`config.mk`:
```
export PLATFORM = sky130hd
export DESIGN_NAME = voxel_neighbor_address_gen_unit
export DESIGN_NICKNAME = d
export VERILOG_FILES = /design/src/vnag_pkg.sv /design/src/vnag_fifo.sv /design/src/vnag_front.sv /design/src/vnag_back.sv /design/src/voxel_neighbor_address_gen_unit.sv
export SDC_FILE = /design/constraint.sdc
export NUM_CORES = 2
export LEC_CHECK = 0
export ABC_AREA = 1
export BUFFER_PORTS_ARGS = -buffer_cell sky130_fd_sc_hd__buf_2
export CELL_PAD_IN_SITES_DETAIL_PLACEMENT = 0
export CELL_PAD_IN_SITES_GLOBAL_PLACEMENT = 1
export CORE_MARGIN = 10
export CORE_UTILIZATION = 54
export CTS_BUF_LIST = sky130_fd_sc_hd__clkbuf_8
export CTS_CLUSTER_SIZE = 40
export DETAILED_ROUTE_END_ITERATION = 10
export HOLD_SLACK_MARGIN = 0.03
export PLACE_DENSITY_LB_ADDON = 0.1
export SKIP_CTS_REPAIR_TIMING = 1
export SLEW_MARGIN = 0
export SYNTH_ARGS = -nofsm -noshare
export SYNTH_HDL_FRONTEND = slang
export SYNTH_SLANG_ARGS = --single-unit
```
`constraint.sdc`:
```
create_clock -name clk_i -period 10.62 [get_ports clk_i]
set_input_delay 1.062 -clock clk_i [delete_from_list [all_inputs] [get_ports clk_i]]
set_output_delay 1.062 -clock clk_i [all_outputs]
set_load 0.01 [all_outputs]
```
`src/vnag_pkg.sv`:
```
`timescale 1ns / 1ps
// ----------------------------------------------------------------------------
// vnag_pkg
// Shared constants, types and helpers of the voxel neighbor address generator.
// ----------------------------------------------------------------------------
package vnag_pkg;

  localparam int MAX_DIM     = 1024;
  localparam int COORD_W     = $clog2(MAX_DIM);
  localparam int SIZE_W      = $clog2(MAX_DIM) + 1;
  localparam int PLANE_W     = 2 * $clog2(MAX_DIM) + 1;
  localparam int CONN_W      = 2;
  localparam int ADDR_W      = 30;
  localparam int ORD_W       = 5;
  localparam int STAT_W      = 2;
  localparam int IDX_W       = 2;
  localparam int WIN_CELLS   = 27;
  localparam int QUEUE_DEPTH = 2;

  // Configuration register indexes
  typedef enum logic [IDX_W-1:0] {
    REG_SIZE_Z = 2'd0,
    REG_SIZE_Y = 2'd1,
    REG_SIZE_X = 2'd2,
    REG_CONN   = 2'd3
  } reg_idx_e;

  // Result status codes
  typedef enum logic [STAT_W-1:0] {
    ST_VALID = 2'd0,
    ST_EMPTY = 2'd1,
    ST_ERROR = 2'd2
  } status_e;

  // Step of one axis inside the 3x3x3 window
  typedef enum logic [1:0] {
    D_NEG  = 2'd0,
    D_ZERO = 2'd1,
    D_POS  = 2'd2
  } delta_e;

  typedef enum logic [1:0] {
    AXIS_Z = 2'd0,
    AXIS_Y = 2'd1,
    AXIS_X = 2'd2
  } axis_e;

  // Configuration seen by the front end
  typedef struct packed {
    logic [SIZE_W-1:0] size_z;
    logic [SIZE_W-1:0] size_y;
    logic [SIZE_W-1:0] size_x;
    logic [CONN_W-1:0] conn;
  } cfg_t;

  // Classified job handed from front to back
  typedef struct packed {
    status_e              kind;
    logic [ADDR_W-1:0]    center;
    logic [WIN_CELLS-1:0] mask;
    logic [PLANE_W-1:0]   plane;
    logic [SIZE_W-1:0]    row;
  } job_t;

  // Step along one axis for a window cell in z-y-x scan order
  function automatic delta_e cell_delta(input int unsigned pos, input axis_e axis);
    int unsigned digit;
    unique case (axis)
      AXIS_Z:  digit = pos / 9;
      AXIS_Y:  digit = (pos / 3) % 3;
      default: digit = pos % 3;
    endcase
    return (digit == 0) ? D_NEG : ((digit == 1) ? D_ZERO : D_POS);
  endfunction

endpackage

```
`src/vnag_fifo.sv`:
```
`timescale 1ns / 1ps
// ----------------------------------------------------------------------------
// vnag_fifo
// Short job queue between the classifying front end and the emitting back end.
// ----------------------------------------------------------------------------
module vnag_fifo
  import vnag_pkg::*;
(
  input  logic clk_i,
  input  logic rst_ni,
  input  logic push_i,
  input  job_t data_i,
  output logic full_o,
  input  logic pop_i,
  output job_t data_o,
  output logic empty_o
);

  localparam int PTR_W = (QUEUE_DEPTH > 1) ? $clog2(QUEUE_DEPTH) : 1;
  localparam int CNT_W = $clog2(QUEUE_DEPTH + 1);

  job_t             mem_q [QUEUE_DEPTH];
  logic [PTR_W-1:0] wr_ptr_q, rd_ptr_q;
  logic [CNT_W-1:0] count_q;

  assign full_o  = (count_q == CNT_W'(QUEUE_DEPTH));
  assign empty_o = (count_q == '0);
  assign data_o  = mem_q[rd_ptr_q];

  // Store pushed jobs
  always_ff @(posedge clk_i) begin
    if (push_i) begin
      mem_q[wr_ptr_q] <= data_i;
    end
  end

  // Advance pointers and fill level
  always_ff @(posedge clk_i or negedge rst_ni) begin
    if (!rst_ni) begin
      wr_ptr_q <= '0;
      rd_ptr_q <= '0;
      count_q  <= '0;
    end else begin
      if (push_i) begin
        wr_ptr_q <= (wr_ptr_q == PTR_W'(QUEUE_DEPTH - 1)) ? '0 : wr_ptr_q + PTR_W'(1);
      end
      if (pop_i) begin
        rd_ptr_q <= (rd_ptr_q == PTR_W'(QUEUE_DEPTH - 1)) ? '0 : rd_ptr_q + PTR_W'(1);
      end
      if (push_i && !pop_i) begin
        count_q <= count_q + CNT_W'(1);
      end else if (pop_i && !push_i) begin
        count_q <= count_q - CNT_W'(1);
      end
    end
  end

endmodule

```
`src/vnag_front.sv`:
```
`timescale 1ns / 1ps
// ----------------------------------------------------------------------------
// vnag_front
// Accept a center voxel, check its range, compute its linear address and the
// mask of window cells that are neighbors, then queue the job.
// ----------------------------------------------------------------------------
module vnag_front
  import vnag_pkg::*;
(
  input  logic               clk_i,
  input  logic               rst_ni,
  input  cfg_t               cfg_i,
  input  logic               in_valid_i,
  output logic               in_ready_o,
  input  logic [COORD_W-1:0] coord_z_i,
  input  logic [COORD_W-1:0] coord_y_i,
  input  logic [COORD_W-1:0] coord_x_i,
  output logic               push_o,
  output job_t               job_o,
  input  logic               full_i
);

  typedef enum logic [1:0] {
    F_IDLE,
    F_MUL,
    F_SUM
  } front_state_e;

  front_state_e state_q;

  logic [COORD_W-1:0] cz_q, cy_q, cx_q;
  logic               err_q;
  logic [ADDR_W-1:0]  pz_q, py_q;
  logic [PLANE_W-1:0] plane_q;

  logic [SIZE_W-1:0]          nzs, nys, nxs;
  logic [COORD_W+PLANE_W-1:0] pz_full;
  logic [COORD_W+SIZE_W-1:0]  py_full;
  logic [2*SIZE_W-1:0]        plane_full;
  logic [WIN_CELLS-1:0]       mask;
  logic                       in_err;

  // Saturate sizes to the largest supported dimension
  function automatic logic [SIZE_W-1:0] eff_size(input logic [SIZE_W-1:0] s);
    return (s > SIZE_W'(MAX_DIM)) ? SIZE_W'(MAX_DIM) : s;
  endfunction

  // Check that one axis step stays inside the volume
  function automatic logic axis_ok(input delta_e d, input logic [COORD_W-1:0] c,
                                   input logic [SIZE_W-1:0] n);
    logic ok;
    unique case (d)
      D_NEG:   ok = (c != '0);
      D_POS:   ok = ((SIZE_W'(c) + SIZE_W'(1)) < n);
      default: ok = 1'b1;
    endcase
    return ok;
  endfunction

  assign nzs = eff_size(cfg_i.size_z);
  assign nys = eff_size(cfg_i.size_y);
  assign nxs = eff_size(cfg_i.size_x);

  assign in_err = (SIZE_W'(coord_z_i) >= nzs) || (SIZE_W'(coord_y_i) >= nys) ||
                  (SIZE_W'(coord_x_i) >= nxs);

  assign plane_full = nys * nxs;
  assign pz_full    = cz_q * plane_q;
  assign py_full    = cy_q * nxs;

  // Mark window cells that lie inside the volume and within the distance limit
  always_comb begin
    delta_e     dz, dy, dx;
    logic [1:0] hops;
    mask = '0;
    for (int i = 0; i < WIN_CELLS; i++) begin
      dz   = cell_delta(i, AXIS_Z);
      dy   = cell_delta(i, AXIS_Y);
      dx   = cell_delta(i, AXIS_X);
      hops = 2'(dz != D_ZERO) + 2'(dy != D_ZERO) + 2'(dx != D_ZERO);
      mask[i] = axis_ok(dz, cz_q, nzs) && axis_ok(dy, cy_q, nys) &&
                axis_ok(dx, cx_q, nxs) && (hops != 2'd0) && (hops <= cfg_i.conn);
    end
  end

  // Assemble the job
  always_comb begin
    job_o.center = pz_q + py_q + ADDR_W'(cx_q);
    job_o.mask   = mask;
    job_o.plane  = plane_q;
    job_o.row    = nxs;
    if (err_q) begin
      job_o.kind = ST_ERROR;
    end else if (mask == '0) begin
      job_o.kind = ST_EMPTY;
    end else begin
      job_o.kind = ST_VALID;
    end
  end

  assign in_ready_o = (state_q == F_IDLE);
  assign push_o     = (state_q == F_SUM) && !full_i;

  // Track the plane size of the current configuration
  always_ff @(posedge clk_i) begin
    plane_q <= PLANE_W'(plane_full);
  end

  // Sequence accept, multiply and queue
  always_ff @(posedge clk_i or negedge rst_ni) begin
    if (!rst_ni) begin
      state_q <= F_IDLE;
      err_q   <= 1'b0;
      cz_q    <= '0;
      cy_q    <= '0;
      cx_q    <= '0;
      pz_q    <= '0;
      py_q    <= '0;
    end else begin
      unique case (state_q)
        F_IDLE: begin
          if (in_valid_i) begin
            cz_q    <= coord_z_i;
            cy_q    <= coord_y_i;
            cx_q    <= coord_x_i;
            err_q   <= in_err;
            state_q <= F_MUL;
          end
        end
        F_MUL: begin
          pz_q    <= ADDR_W'(pz_full);
          py_q    <= ADDR_W'(py_full);
          state_q <= F_SUM;
        end
        F_SUM: begin
          if (!full_i) begin
            state_q <= F_IDLE;
          end
        end
        default: state_q <= F_IDLE;
      endcase
    end
  end

endmodule

```
`src/vnag_back.sv`:
```
`timescale 1ns / 1ps
// ----------------------------------------------------------------------------
// vnag_back
// Take queued jobs and emit one neighbor address per beat in scan order,
// or a single marker beat for empty and out-of-range centers.
// ----------------------------------------------------------------------------
module vnag_back
  import vnag_pkg::*;
(
  input  logic              clk_i,
  input  logic              rst_ni,
  input  logic              empty_i,
  input  job_t              job_i,
  output logic              pop_o,
  output logic              out_valid_o,
  input  logic              out_ready_i,
  output logic [ADDR_W-1:0] nbr_addr_o,
  output logic [ORD_W-1:0]  ordinal_o,
  output logic              last_o,
  output logic [STAT_W-1:0] status_o
);

  logic                 busy_q;
  job_t                 job_q;
  logic [WIN_CELLS-1:0] mask_q;
  logic [ORD_W-1:0]     ord_q;

  logic                 out_valid_q;
  logic [ADDR_W-1:0]    addr_q;
  logic [ORD_W-1:0]     ordo_q;
  logic                 last_q;
  status_e              status_q;

  logic                 adv;
  logic [WIN_CELLS-1:0] sel, rest;
  delta_e               dz, dy, dx;
  logic [ADDR_W-1:0]    plane_ext, row_ext, tz, ty, tx, addr_next;

  assign adv   = !out_valid_q || out_ready_i;
  assign pop_o = !busy_q && !empty_i;

  // Pick the lowest remaining window cell
  assign sel  = mask_q & (~mask_q + WIN_CELLS'(1));
  assign rest = mask_q & ~sel;

  always_comb begin
    dz = D_ZERO;
    dy = D_ZERO;
    dx = D_ZERO;
    for (int i = 0; i < WIN_CELLS; i++) begin
      if (sel[i]) begin
        dz = cell_delta(i, AXIS_Z);
        dy = cell_delta(i, AXIS_Y);
        dx = cell_delta(i, AXIS_X);
      end
    end
  end

  // Offset the center address by one step per axis
  assign plane_ext = ADDR_W'(job_q.plane);
  assign row_ext   = ADDR_W'(job_q.row);

  always_comb begin
    case (dz)
      D_NEG:   tz = ADDR_W'(0) - plane_ext;
      D_POS:   tz = plane_ext;
      default: tz = '0;
    endcase
    case (dy)
      D_NEG:   ty = ADDR_W'(0) - row_ext;
      D_POS:   ty = row_ext;
      default: ty = '0;
    endcase
    case (dx)
      D_NEG:   tx = ADDR_W'(0) - ADDR_W'(1);
      D_POS:   tx = ADDR_W'(1);
      default: tx = '0;
    endcase
  end

  assign addr_next = job_q.center + tz + ty + tx;

  // Hold the job payload
  always_ff @(posedge clk_i) begin
    if (pop_o) begin
      job_q <= job_i;
    end
  end

  // Load jobs, walk the mask and drive the output register
  always_ff @(posedge clk_i or negedge rst_ni) begin
    if (!rst_ni) begin
      busy_q      <= 1'b0;
      mask_q      <= '0;
      ord_q       <= '0;
      out_valid_q <= 1'b0;
      addr_q      <= '0;
      ordo_q      <= '0;
      last_q      <= 1'b0;
      status_q    <= ST_VALID;
    end else begin
      if (pop_o) begin
        busy_q <= 1'b1;
        mask_q <= job_i.mask;
        ord_q  <= '0;
      end
      if (adv) begin
        out_valid_q <= busy_q;
        if (busy_q) begin
          if (job_q.kind == ST_VALID) begin
            addr_q   <= addr_next;
            ordo_q   <= ord_q + ORD_W'(1);
            last_q   <= (rest == '0);
            status_q <= ST_VALID;
            ord_q    <= ord_q + ORD_W'(1);
            mask_q   <= rest;
            busy_q   <= (rest != '0);
          end else begin
            addr_q   <= '0;
            ordo_q   <= '0;
            last_q   <= 1'b1;
            status_q <= job_q.kind;
            busy_q   <= 1'b0;
          end
        end
      end
    end
  end

  assign out_valid_o = out_valid_q;
  assign nbr_addr_o  = addr_q;
  assign ordinal_o   = ordo_q;
  assign last_o      = last_q;
  assign status_o    = status_q;

endmodule

```
`src/voxel_neighbor_address_gen_unit.sv`:
```
`timescale 1ns / 1ps
// Path: an accepted item passes the front end's multiply and sum states, the job
// queue, the back end's job register and its output register before its first beat.
// Throughput: the front end takes one item at a time through these states; the back
// end loads one job, then emits one result per cycle (n neighbors, or 1 marker) while
// the output is not stalled, and takes no new job until its last result is out.
// Reset: sizes return to 1, connectivity to 3, the job queue and output empty.
// ----------------------------------------------------------------------------
// voxel_neighbor_address_gen_unit
// Emits the linear addresses of the 6/18/26-connected neighbors of a voxel.
// ----------------------------------------------------------------------------
module voxel_neighbor_address_gen_unit
  import vnag_pkg::*;
(
  input  logic               clk_i,
  input  logic               rst_ni,
  input  logic               cfg_we_i,
  input  logic [IDX_W-1:0]   cfg_index_i,
  input  logic [SIZE_W-1:0]  cfg_data_i,
  input  logic               in_valid_i,
  output logic               in_ready_o,
  input  logic [COORD_W-1:0] coord_z_i,
  input  logic [COORD_W-1:0] coord_y_i,
  input  logic [COORD_W-1:0] coord_x_i,
  output logic               out_valid_o,
  input  logic               out_ready_i,
  output logic [ADDR_W-1:0]  nbr_addr_o,
  output logic [ORD_W-1:0]   ordinal_o,
  output logic               last_o,
  output logic [STAT_W-1:0]  status_o
);

  cfg_t cfg_q;
  job_t push_job, pop_job;
  logic push, pop, full, empty;

  // Write configuration registers
  always_ff @(posedge clk_i or negedge rst_ni) begin
    if (!rst_ni) begin
      cfg_q.size_z <= SIZE_W'(1);
      cfg_q.size_y <= SIZE_W'(1);
      cfg_q.size_x <= SIZE_W'(1);
      cfg_q.conn   <= CONN_W'(3);
    end else if (cfg_we_i) begin
      unique case (reg_idx_e'(cfg_index_i))
        REG_SIZE_Z: cfg_q.size_z <= cfg_data_i;
        REG_SIZE_Y: cfg_q.size_y <= cfg_data_i;
        REG_SIZE_X: cfg_q.size_x <= cfg_data_i;
        REG_CONN:   cfg_q.conn   <= cfg_data_i[CONN_W-1:0];
        default:    cfg_q        <= cfg_q;
      endcase
    end
  end

  vnag_front u_front (
    .clk_i      (clk_i),
    .rst_ni     (rst_ni),
    .cfg_i      (cfg_q),
    .in_valid_i (in_valid_i),
    .in_ready_o (in_ready_o),
    .coord_z_i  (coord_z_i),
    .coord_y_i  (coord_y_i),
    .coord_x_i  (coord_x_i),
    .push_o     (push),
    .job_o      (push_job),
    .full_i     (full)
  );

  vnag_fifo u_fifo (
    .clk_i   (clk_i),
    .rst_ni  (rst_ni),
    .push_i  (push),
    .data_i  (push_job),
    .full_o  (full),
    .pop_i   (pop),
    .data_o  (pop_job),
    .empty_o (empty)
  );

  vnag_back u_back (
    .clk_i       (clk_i),
    .rst_ni      (rst_ni),
    .empty_i     (empty),
    .job_i       (pop_job),
    .pop_o       (pop),
    .out_valid_o (out_valid_o),
    .out_ready_i (out_ready_i),
    .nbr_addr_o  (nbr_addr_o),
    .ordinal_o   (ordinal_o),
    .last_o      (last_o),
    .status_o    (status_o)
  );

endmodule

```
# Word-level counts from Yosys, hierarchy flattened

Memory sizes are Yosys's and may differ from the RTL's.
Index checks and enable logic that the tools add are counted.

Add/sub/neg operators: 16
$mul: 3
Divide/modulo/power cells: 0
$lt $le $gt $ge: 12
Eq/ne operators: 68
Shift-type cells: 0
Mux-type cells: 281
Bitwise logic cells: 4
Reductions and logical operators: 137

Operators with widths:

| kind                    | number |
|---|---|
| $eq A32 B1 Y1 const B   | 57 |
| $logic_not A32 Y1       | 57 |
| $mux W32                | 57 |
| $mux W2                 | 197 |
| $pmux W30 S2            | 3 |
| $mux W27                | 4 |
| $add A30 B30 Y30        | 3 |
| $and A27 B27 Y27        | 2 |
| $logic_not A27 Y1       | 2 |
| $not A27 Y27            | 2 |
| $logic_and A1 B1 Y1     | 50 |
| $add A10 B1 Y11 const B | 3 |
| $ge A10 B11 Y1          | 3 |
| $gt A11 B11 Y1 const B  | 3 |
| $lt A11 B11 Y1          | 3 |
| $mux W11                | 3 |
| $add A30 B10 Y30        | 1 |
| $add A30 B21 Y30        | 1 |
| $mul A10 B21 Y30        | 1 |
| $mux W30                | 1 |
| $reduce_bool A10 Y1     | 3 |
| $add A27 B1 Y27 const B | 1 |
| $reduce_bool A27 Y1     | 1 |
| $mux W5                 | 5 |
| 20 further kinds        | 58 |

Register bits: 280
Latch bits: 0
RAM bits: 180
Bits in read-only memories: 0
Bits of input ports: 48
Memories: 1

Memories:

| memory       | words | width | read ports | clocked after memory_dff | write ports | RTL line        | source |
|---|---|---|---|---|---|---|---|
| u_fifo.mem_q | 2     | 90    | 1          | 0                        | 1           | vnag_fifo.sv:22 | `job_t mem_q [QUEUE_DEPTH];` |

# Logic depth before layout (Yosys ltp)

Depth after elaboration: 40
Mapped depth: 30

# Hierarchy

A second synthesis with hierarchy kept.

Cell total of the unflattened synthesis: 4588
Area total of the unflattened synthesis: 40447.5 sq um

By module, submodules not included:

| module                          | instances | cells each | area an instance (sq um) | seq. area each (sq um) |
|---|---|---|---|---|
| vnag_front                      | 1         | 2965       | 22046.1                  | 2522.4 |
| vnag_back                       | 1         | 1154       | 9708.1                   | 3723.6 |
| vnag_fifo                       | 1         | 308        | 7173.1                   | 5565.3 |
| voxel_neighbor_address_gen_unit | 1         | 161        | 1520.2                   | 882.1 |

# Worst setup path before layout

Ideal clock, no wire load.

Path type: flip-flop to flip-flop
Start: reg cfg_q[10] (netlist bit)
End: reg u_front.plane_q[16]
Library setup time: 0.072 ns
Data arrival time: 5.522 ns
Data required time: 10.548 ns
Setup slack: 5.026 ns
Cell stages (with the launch flop): 26
Path buffers: 1
Cells stage by stage: dfrtp_1 -> nor2_1 -> nand4_1 -> o21ai_1 -> inv_2 -> nor2_1 -> buf_2 -> nand2_1 -> fa_1 -> inv_1 -> fa_1 -> inv_1 -> fa_1 -> inv_1 -> fa_1 -> inv_1 -> fa_1 -> inv_1 -> ha_1 -> nand2_1 -> o21ai_0 -> a21oi_1 -> o21ai_0 -> nand2_1 -> o21bai_1 -> xor2_1

RTL lines:

| what                     | RTL line                              | source |
|---|---|---|
| start: declaration       | voxel_neighbor_address_gen_unit.sv:33 | `cfg_t cfg_q;` |
| start signal: assignment | voxel_neighbor_address_gen_unit.sv:50 | `default: cfg_q <= cfg_q;` |
| end signal: assignment   | vnag_front.sv:106                     | `plane_q <= PLANE_W'(plane_full);` |
| end: declaration         | vnag_front.sv:34                      | `logic [PLANE_W-1:0] plane_q;` |

# Worst setup path in the final report

Start: reg cfg_q[11] (netlist bit)
End: reg u_front.py_q[15]

Longest elaborated chain between the ends: 3

RTL lines:

| what                   | RTL line          | source |
|---|---|---|
| $gt A11 B11 Y1         | vnag_front.sv:45  | `return (s > SIZE_W'(MAX_DIM)) ? SIZE_W'(MAX_DIM) : s;` |
| $mux W11 *             | vnag_front.sv:45  |  |
| $mul A10 B11 Y21 *     | vnag_front.sv:69  | `assign py_full = cy_q * nxs;` |
| end signal: assignment | vnag_front.sv:132 | `py_q <= ADDR_W'(py_full);` |
| end: declaration       | vnag_front.sv:33  | `logic [ADDR_W-1:0] pz_q, py_q;` |

Mark *: on every way between the ends. The rest lies on a longest branch, timed or not.
A chain may end at the register's enable or synchronous reset.

==> results.py <==
metrics = {
    "synthesis": {
        "yosysUniqueCellTypes": 53,
        "syn_avg_cell_area_um2": 8.23,
        "ys_seq_area_frac": 0.319,
        "synthTopCellsByCount": "nand2_1, inv_1, nor2_1, fa_1, ha_1",
        "synth_fp_nets": 5535,
        "yosys.area.top_type": "edfxtp_1",
        "synth_seq_cells": 460,
        "post_synth_instance_area_um2": 39700,
        "synth_mux_area_frac": 0,
        "yosys_most_used_dff": "edfxtp_1",
        "synth_top_family_by_area": "adder cells",
        "yosysTopAreaCellShare": 0.185,
        "synth_edf_count": 244,
        "yosys_warnings": 0,
        "synthAdderAreaFrac": 0.279,
        "synth_xor_xnor_area_share": 0.0210,
        "yosys.area_share.simple": 0.211,
        "async_reset_ff_frac": 0.424,
        "syn_inst": 4819,
        "synth_compound_area_frac": 0.0769,
        "synth_top_cells_by_area": "edfxtp_1, fa_1, nand2_1",
        "synth.most_common_cell": "nand2_1",
    },
    "routing": {
        "drt_iter0_drc": 1827,
        "drc": 0,
        "routedWlPerCell_um": 17.6,
        "drtAntennaViolNets": 0,
        "wl_mm": 104,
        "num_vias": 30900,
        "viasPerCell": 5.23,
        "first_pass_iters": 6,
    },
    "floorplanning": {
        "die_width_um": 291,
        "ios": 88,
        "core_um2": 72800,
        "start_util": 0.544,
        "num_rows": 99,
        "die_area_um2": 84700,
        "die_h_um": 291,
    },
    "finish": {
        "layout-drive-gt1-share": 0.0593,
        "multi_input_area_um2": 23400,
        "final_cell_area_um2": 42700,
        "nets": 5596,
        "ff_latch_area_um2": 12600,
        "final_core_util": 0.586,
        "area_growth_pct": 7.56,
        "fillers": 6798,
    },
    "grt": {
        "grt_max_degree": 92,
        "grt_pass1_vias": 31200,
        "antenna_found_initial": 6,
        "overflow": 0,
        "track_usage": 0.247,
        "grt_pass1_wl_mm": 168,
    },
    "timing": {
        "fmax_mhz": 153,
        "setup_tns_ns": 0,
        "slew_headroom": 0.257,
        "min_period_ns": 6.52,
        "setup_viol": 0,
        "worstMarginPinSlew_ns": 1.11,
        "fin_crit_sh": 0.614,
        "fin_worst_skew_ns": 0.0634,
        "final_max_slew_viol_count": 0,
        "grt_setup_unrepaired": "false",
        "finalHoldViolations": 0,
    },
    "clock_network": {
        "h-tree-depth": 3,
        "cts_sinks": 460,
        "clockRootBuffer": "clkbuf_8",
        "numCtsBuffers": 81,
        "clkTransAtPathRegs_ns": 0.07,
        "cts_tree": "built",
        "insertion_delay_ns": 0.69,
        "clockBufferDepth": 3,
    },
    "critical_path": {
        "required_ns": 11.17,
        "worst_ep_arrival_time_ns": 7.07,
        "cpMaxStageDelayCell": "nor2_2",
        "critPathMostFrequentCell": "fa_1",
        "cp-start-kind": "flop",
        "max_stage_delay_ns": 0.83,
        "path_max_fanout": 20,
        "path_cells": "nor2_1 -> nand4_1 -> o21ai_1 -> inv_2 -> nor2_2 -> inv_1 -> nor2_1 -> fa_1 -> inv_1 -> fa_1 -> fa_1 -> inv_1 -> fa_1 -> fa_1 -> ha_1 -> inv_1 -> o21bai_1 -> a21boi_0 -> nand3_1 -> nand3_1 -> nand2_1 -> or2_2 -> nand3_1 -> nand2_1",
        "path_class": "reg -> reg",
        "cp-end-kind": "flop",
    },
    "status": {
        "status": "finished, final reports clean",
    },
    "flow_run": {
        "maxCapViolCount": 0,
    },
    "place": {
        "dpl-instance-area_um2": 41000,
        "gp_congestion": 0.932,
        "dp_hpwl_mm": 81.6,
        "port_buffers": 87,
    },
    "min_path": {
        "hp-class": "in -> async",
    },
}
==> worst max-delay path: cells and delay by family, from the launching register on <==
family	cells	cell delay (ns)
AO/OA/AOI/OAI	3	0.68
buffers and inverters	5	0.76
adder cells (fa/ha/maj)	6	2.58
AND/OR/NAND/NOR	10	1.95
flip-flops	1	0.41
==> metal layers <==
metal,global-route usage,up-vias,part of all wire
met5,0,-,0.000087
met2,0.407,768,0.46
li1,-,15300,-
met4,0.0695,2,0.027
met3,0.0495,161,0.064
met1,0.327,14700,0.45
==> cell families after synthesis <==
kind of cell / after synthesis
AOI/OAI and AO/OA: 568
xor gates and xnor gates: 95
adders and majority gates: 668
buffers and inverters: 975
DFF: 460
and+or+nand+nor: 2053
==> registers in the layout, indices dropped and copies added (netlist names), 2 cells and up <==
register,flops
cfg_q,35
u_back.job_q,64
u_back.mask_q,27
u_back.nbr_addr_o,30
u_back.ord_q,5
u_back.ordinal_o,5
u_back.status_o,2
u_fifo.count_q,2
u_fifo.mem_q,180
u_front.cx_q,10
u_front.cy_q,10
u_front.cz_q,10
u_front.plane_q,21
u_front.py_q,21
u_front.pz_q,30
u_front.state_q,2
==> layout make-up <==
class,instances,area share
clock buffer,83,0.0268
antenna,1,0.0000587
clock inverter,62,0.0121
inverter,841,0.0741
timing repair buffer,112,0.0148
sequential,460,0.296
tap,959,0.0281
multi-input combinational,3384,0.548
==> layout by cell type (no fill, tap or decap), drive strengths merged, types with 73 or more instances in the layout <==
master / Yosys / layout
fa: 360 / 360
xor2: 73 / 73
buf: 30 / 112
edfxtp: 244 / 244
nand3: 173 / 173
inv: 831 / 860
o21ai: 304 / 304
dfrtp: 190 / 190
clkbuf: 104 / 83
nand2: 1296 / 1296
nor2: 446 / 446
ha: 308 / 308
a21oi: 179 / 179
==> through the flow <==
stage,hold WS (ns),std cells,setup WS [ns]
after floorplan,0.424,4819,5.03
after global placement,0.456,5756,4.34
after detailed placement,0.460,5756,4.21
after global routing,0.334,5902,3.71
final,0.347,5902,4.10
after CTS,0.306,5901,4.20
==> worst paths after layout <==
check	from	cells past startpoint	endpoint	slack [ns]
hold reg to reg	u_back.status_o[0]	2	u_back.status_o[0]	0.47
hold / removal	rst_ni	1	u_front.py_q[18]	0.35
setup / recovery	cfg_q[11]	24	u_front.py_q[15]	4.10
min in group clk_i	u_back.status_o[0]	2	u_back.status_o[0]	0.47
max in group asynchronous	rst_ni	2	u_front.pz_q[18]	8.81
setup reg to reg	cfg_q[11]	24	u_front.py_q[15]	4.10
Power is not shown: default switching activity piles up to over one toggle a cycle in this logic, so the estimate is an artifact.
